$ cat src/rtl/core/lrast_pkg.sv
// shared types and constants for the lazy range add/assign/sum tree
package lrast_pkg;

   localparam int DEF_MAX_LEN    = 1024;
   localparam int DEF_NODE_COUNT = 4096;

   localparam int IDX_W  = 11;
   localparam int DATA_W = 32;

   localparam logic [IDX_W-1:0] ACTIVE_LENGTH_RESET = 11'd1024;
   localparam logic             CSR_ACTIVE_LENGTH   = 1'b0;

   localparam logic [1:0] REQ_ADD      = 2'd0;
   localparam logic [1:0] REQ_ASSIGN   = 2'd1;
   localparam logic [1:0] REQ_SUM      = 2'd2;
   localparam logic [1:0] REQ_RESERVED = 2'd3;

   typedef enum logic [1:0] {
      PH_ENTER,
      PH_LEFT,
      PH_RIGHT,
      PH_DONE
   } phase_type;

   typedef enum logic [4:0] {
      OP_NONE,
      OP_CLR,
      OP_LOAD,
      OP_RD_CUR,
      OP_COVER,
      OP_LATCH_PAR,
      OP_RD_LC,
      OP_WR_LC,
      OP_RD_RC,
      OP_WR_RC,
      OP_WR_PAR,
      OP_PH_LEFT,
      OP_PH_RIGHT,
      OP_LIFT_L,
      OP_LIFT_R,
      OP_LIFT_WR,
      OP_POP,
      OP_RESULT
   } dp_op_type;

   typedef struct packed {
      logic [DATA_W-1:0] sum;
      logic [DATA_W-1:0] add;
      logic [DATA_W-1:0] aval;
      logic              pend;
   } node_word_type;

   typedef struct packed {
      dp_op_type op;
   } dp_cmd_type;

   typedef struct packed {
      logic      clr_last;
      logic      bad;
      logic      is_query;
      logic      n_ok;
      logic      covered;
      phase_type phase;
      logic      has_tag;
      logic      sp_empty;
   } dp_stat_type;

endpackage

$ cat src/rtl/core/lrast_ctrl.sv
// sequencer that walks the tree one node access at a time
module lrast_ctrl import lrast_pkg::*; (
   input  logic        clock,
   input  logic        reset,
   input  logic        req_valid,
   output logic        req_ready,
   output logic        rsp_valid,
   input  logic        rsp_ready,
   input  dp_stat_type stat,
   output dp_cmd_type  cmd
);

   typedef enum logic [4:0] {
      ST_CLEAR,
      ST_IDLE,
      ST_CHECK,
      ST_VISIT,
      ST_COVER_WR,
      ST_POP,
      ST_SP_CHK,
      ST_SP_LRD,
      ST_SP_LWR,
      ST_SP_RRD,
      ST_SP_RWR,
      ST_SP_PWR,
      ST_LIFT_A,
      ST_LIFT_B,
      ST_LIFT_C,
      ST_LIFT_D,
      ST_FINISH
   } state_type;

   state_type state_ff, state_in;
   logic      rsp_valid_ff, rsp_valid_in;

   always_comb begin
      state_in     = state_ff;
      cmd.op       = OP_NONE;
      rsp_valid_in = rsp_valid_ff & ~rsp_ready;
      case (state_ff)
         ST_CLEAR: begin
            cmd.op = OP_CLR;
            if (stat.clr_last) state_in = ST_IDLE;
         end
         ST_IDLE: begin
            if (req_valid) begin
               cmd.op   = OP_LOAD;
               state_in = ST_CHECK;
            end
         end
         ST_CHECK: state_in = stat.bad ? ST_FINISH : ST_VISIT;
         ST_VISIT: begin
            case (stat.phase)
               PH_ENTER: begin
                  if (!stat.n_ok) begin
                     state_in = ST_POP;
                  end else begin
                     cmd.op   = OP_RD_CUR;
                     state_in = stat.covered ? ST_COVER_WR : ST_SP_CHK;
                  end
               end
               PH_LEFT:  cmd.op = OP_PH_LEFT;
               PH_RIGHT: cmd.op = OP_PH_RIGHT;
               default:  state_in = stat.is_query ? ST_POP : ST_LIFT_A;
            endcase
         end
         ST_COVER_WR: begin
            cmd.op   = OP_COVER;
            state_in = ST_POP;
         end
         ST_POP: begin
            if (stat.sp_empty) begin
               state_in = ST_FINISH;
            end else begin
               cmd.op   = OP_POP;
               state_in = ST_VISIT;
            end
         end
         ST_SP_CHK: begin
            cmd.op   = OP_LATCH_PAR;
            state_in = stat.has_tag ? ST_SP_LRD : ST_VISIT;
         end
         ST_SP_LRD: begin
            cmd.op   = OP_RD_LC;
            state_in = ST_SP_LWR;
         end
         ST_SP_LWR: begin
            cmd.op   = OP_WR_LC;
            state_in = ST_SP_RRD;
         end
         ST_SP_RRD: begin
            cmd.op   = OP_RD_RC;
            state_in = ST_SP_RWR;
         end
         ST_SP_RWR: begin
            cmd.op   = OP_WR_RC;
            state_in = ST_SP_PWR;
         end
         ST_SP_PWR: begin
            cmd.op   = OP_WR_PAR;
            state_in = ST_VISIT;
         end
         ST_LIFT_A: begin
            cmd.op   = OP_RD_LC;
            state_in = ST_LIFT_B;
         end
         ST_LIFT_B: begin
            cmd.op   = OP_LIFT_L;
            state_in = ST_LIFT_C;
         end
         ST_LIFT_C: begin
            cmd.op   = OP_LIFT_R;
            state_in = ST_LIFT_D;
         end
         ST_LIFT_D: begin
            cmd.op   = OP_LIFT_WR;
            state_in = ST_POP;
         end
         ST_FINISH: begin
            if (!rsp_valid_ff || rsp_ready) begin
               cmd.op       = OP_RESULT;
               rsp_valid_in = 1'b1;
               state_in     = ST_IDLE;
            end
         end
         default: state_in = ST_IDLE;
      endcase
   end

   always_ff @(posedge clock) begin
      if (reset) begin
         state_ff     <= ST_CLEAR;
         rsp_valid_ff <= 1'b0;
      end else begin
         state_ff     <= state_in;
         rsp_valid_ff <= rsp_valid_in;
      end
   end

   assign req_ready = (state_ff == ST_IDLE);
   assign rsp_valid = rsp_valid_ff;

endmodule

$ cat config.mk
export PLATFORM = sky130hd
export DESIGN_NAME = lrast_ctrl
export DESIGN_NICKNAME = d
export VERILOG_FILES = /design/src/rtl/core/lrast_pkg.sv /design/src/rtl/core/lrast_ctrl.sv
export SDC_FILE = /design/constraint.sdc
export NUM_CORES = 1
export LEC_CHECK = 0
export BUFFER_PORTS_ARGS = -buffer_cell sky130_fd_sc_hd__buf_2
export CORE_MARGIN = 2
export CORE_UTILIZATION = 40
export CTS_CLUSTER_SIZE = 28
export DETAILED_ROUTE_END_ITERATION = 16
export PLACE_DENSITY = 0.63
export SYNTH_ARGS = -nofsm -noshare
export SYNTH_HDL_FRONTEND = slang
export SYNTH_SLANG_ARGS = --single-unit
$ cat constraint.sdc
create_clock -name clock -period 2 [get_ports clock]
set_clock_uncertainty 0.1 [all_clocks]
set_input_delay 0.3 -clock clock [delete_from_list [all_inputs] [get_ports clock]]
set_output_delay 0.3 -clock clock [all_outputs]
set_load 0.05 [all_outputs]
* After elaboration in Yosys (flattened, before gate mapping) *
Cells that the tools add are included.

word-level totals
  RAM bits = 0
  memories kept = 0
  ROM bits = 0
  flip-flop bits (word level) = 6
  bits in latches = 0

operators by class
  divide/modulo/power cells = 0
  equal/unequal tests = 22
  reduce and logical (&&, ||, !) cells = 8
  $lt $le $gt $ge = 0
  $add $sub $neg = 0
  bitwise gates (word level) = 2
  multiplexer cells = 19
  shifts and indexed selects = 0
  multiply operators = 0

operator list
  operator              number
  $pmux W5 S16          1
  $pmux W5 S15          1
  $eq A5 B4 Y1 const B  8
  $mux W5               7
  $eq A5 B3 Y1 const B  4
  $pmux W4 S3           1
  $eq A5 B2 Y1 const B  2
  $pmux W5 S2           1
  $mux W2               4
  $ne A2 B2 Y1 const B  4
  $reduce_or A2 Y1      3
  $eq A5 B1 Y1 const B  1
  $eq A5 B5 Y1 const B  1
  $logic_not A5 Y1      1
  $mux W4               1
  $reduce_and A4 Y1     1
  $mux W3               1
  $eq A2 B1 Y1 const B  1
  $eq A2 B2 Y1 const B  1
  $logic_not A2 Y1      1
  $mux W1               2
  $and A1 B1 Y1         1
  $logic_not A1 Y1      1
  $logic_or A1 B1 Y1    1
  $not A1 Y1            1

* Longest topological paths before layout *
  depth in word-level cells = 4
  gate-level depth with buffers = 6
  depth with buffers taken out = 6

* Worst setup path after synthesis *
No wires, ideal clock.

  kind = register to output
  start = reg state_ff[1]
  end = out cmd[1] (netlist bit)
  arrival time = 2115 ps
  buffers on the path = 0
  cell stages (with the launch flop) = 5
  path slack = -515 ps
  path through = dfxtp_1 > or4b_1 > o21ai_0 > a22oi_1 > o21ai_0

RTL lines
  what                    RTL line           source
  start, declared         lrast_ctrl.sv:33   state_type state_ff, state_in;
  start signal, assigned  lrast_ctrl.sv:135  state_ff <= state_in;
  end, declared           lrast_ctrl.sv:10   output dp_cmd_type cmd

==> results.sh <==
export IMPL_place_congestion=0.887
export IMPL_numCtsBuffers=3
export IMPL_chipWidth_um=45.3
export IMPL_synthArstFlopShare=0
export IMPL_coreArea_mm2=0.00156
export IMPL_vias=782
export IMPL_r2r_setup_slack_ns=0.35
export IMPL_power_density_mw_per_mm2=378
export IMPL_diodes=0
export IMPL_synth_edff_count=0
export IMPL_synth_fp_nets=111
export IMPL_hp_class="in -> reg"
export IMPL_finalNonFillerCells=140
export IMPL_layout_common_cells="buf_2, buf_4, nor2_1"
export IMPL_clkSinkCount=6
export IMPL_clk_pin_slew_ns=0.05
export IMPL_layout_commonest_cell="buf_2"
export IMPL_die_h_um=45.3
export IMPL_place_hpwl_um=1470
export IMPL_ys_warn_count=0
export IMPL_grt_pass1_vias=702
export IMPL_drv_slew=0
export IMPL_ys_seq_area_frac=0.176
export IMPL_crit_type="reg -> out"
export IMPL_ir_worst_vdd_v=0.000357
export IMPL_cts_buffer_depth=2
export IMPL_relSlewSlack=0.793
export IMPL_setup_ws_ns=-0.0185
export IMPL_max_clock_freq_mhz=495
export IMPL_dp_cells=135
export IMPL_finalHoldViolations=0
export IMPL_drive_gt1_frac=0.435
export IMPL_cts_htree_levels=1
export IMPL_holdWs_ns=0.168
export IMPL_clk_latency_ns=0.25
export IMPL_yosys_register_bits=6
export IMPL_cp_max_fo=4
export IMPL_area_growth_syn_to_layout_pct=39.7
export IMPL_cts_hold_buf=0
export IMPL_synth_area_um2=681
export IMPL_fin_crit_ns=2.02
export IMPL_grt_use_total=0.214
export IMPL_status="complete, but fails checks"
export IMPL_ys_types=37
export IMPL_multi_input_area_um2=544
export IMPL_placed_cell_area_um2=868
export IMPL_seq_area_um2=133
export IMPL_critPathCaptureType="output port"
export IMPL_crit_arrival_ns=1.62
export IMPL_fin_area_um2=951
export IMPL_leakagePower_nw=0.408
export IMPL_ant_nets=0
export IMPL_cts_tree="yes"
export IMPL_synthFlopType="dfxtp_1"
export IMPL_wl_per_cell_um=13.4
export IMPL_drt_iter0_drc=17
export IMPL_rsz0062_at_grt="yes"
export IMPL_setup_viol=1
export IMPL_violations="negative setup slack"
export IMPL_grt_pass1_wl_um=3160
export IMPL_required_ns=1.60
export IMPL_cap_violations=0
export IMPL_tightest_slew_ns=0.310
export IMPL_initial_core_util=0.437
export IMPL_routed_wl_um=1870
export IMPL_overflow=0
export IMPL_clockRootBuffer="clkbuf_4"
export IMPL_critPathLaunchType="register"
export IMPL_post_place_ws_ns=0.0807
export IMPL_via_per_inst=5.59
export IMPL_row_count=14
export IMPL_n_fill_cell=146
export IMPL_die_area_mm2=0.00205
export IMPL_synth_area_per_cell_um2=7.09
export IMPL_drc=0
export IMPL_ioPinCount=20
export IMPL_fin_nets=141
export IMPL_grt_max_degree=15
export IMPL_final_period_utilization=1.01
export IMPL_antenna_found_initial=0
export IMPL_numPortBuffers=19
export IMPL_dr_pass1_iters=4
export IMPL_netlist_instances=96
stage by stage:
stage / TNS [ns] / power [W] / util
detailed placement: 0 / 0.000246 / 0.557
global route: -0.238 / 0.000389 / 0.610
floorplan: 0 / 0.000209 / -
finish: -0.0185 / 0.000359 / 0.610
CTS: -0.0683 / 0.000360 / 0.595
global placement: 0 / 0.000245 / 0.557
worst paths after layout:
path,startpoint,to,cells past startpoint
setup / recovery,state_ff[3],cmd[0],4
hold / removal,reset,state_ff[1],2
setup reg to reg,state_ff[3],state_ff[1],5
hold reg to reg,rsp_valid,rsp_valid,2
flip-flops by register name (all words and copies together), names as in the netlist:
name,flops
rsp_valid,1
state_ff,5
Yosys cell counts (3+ instances only):
cell,count,area (um^2)
nand2_1,6,22.5
a31oi_1,3,18.8
a21oi_1,8,40.0
inv_1,8,30.0
nand2b_1,6,37.5
dfxtp_1,6,120
or3_1,3,18.8
a211oi_1,3,22.5
nor2_1,9,33.8
o21ai_0,8,40.0
buf_2,5,25.0
critical path, cell delays in order, from the launching register on:
cell,delay [ns]
dfxtp_4,0.35
or3_4,0.38
or3_4,0.34
o211ai_1,0.09
buf_4,0.22
cell type report:
cell class                 count  area share
tap                           16      0.0211
sequential                     6       0.139
inverter                       8      0.0342
timing repair buffer          31       0.209
multi-input combinational     76       0.572
clock buffer                   3      0.0237
per-layer routing:
metal	global-route usage	up-vias	wire (um)
met2	0.323	25	870
met3	0.0600	0	100
met4	0.0176	0	0
met1	0.315	345	902
met5	0	-	0
li1	-	412	-
kinds of logic (layout without fill, tap and decap cells):
family,Yosys count,count (layout),synth area share
flip-flops,6,6,0.176
AO/OA/AOI/OAI,35,35,0.346
XOR/XNOR,1,1,0.0129
buffers and inverters,14,42,0.0864
AND/OR/NAND/NOR,35,35,0.296
multiplexers,3,3,0.0460
adder cells (fa/ha/maj),2,2,0.0368
power breakdown:
part           internal (W)  leakage [nW]  switching (W)
clock             0.0000679        0.0138      0.0000434
combinational     0.0000500         0.343      0.0000692
sequential         0.000120        0.0513     0.00000897
repair_timing:
item / CTS / global route
endpoints found under the setup margin: 4 / 5
pin swaps: 5 / 1
resized for setup: 11 / 7
hold endpoints to repair: 0 / 0
buffers inserted: 2 / 0
(Power assumes the default switching activity.)
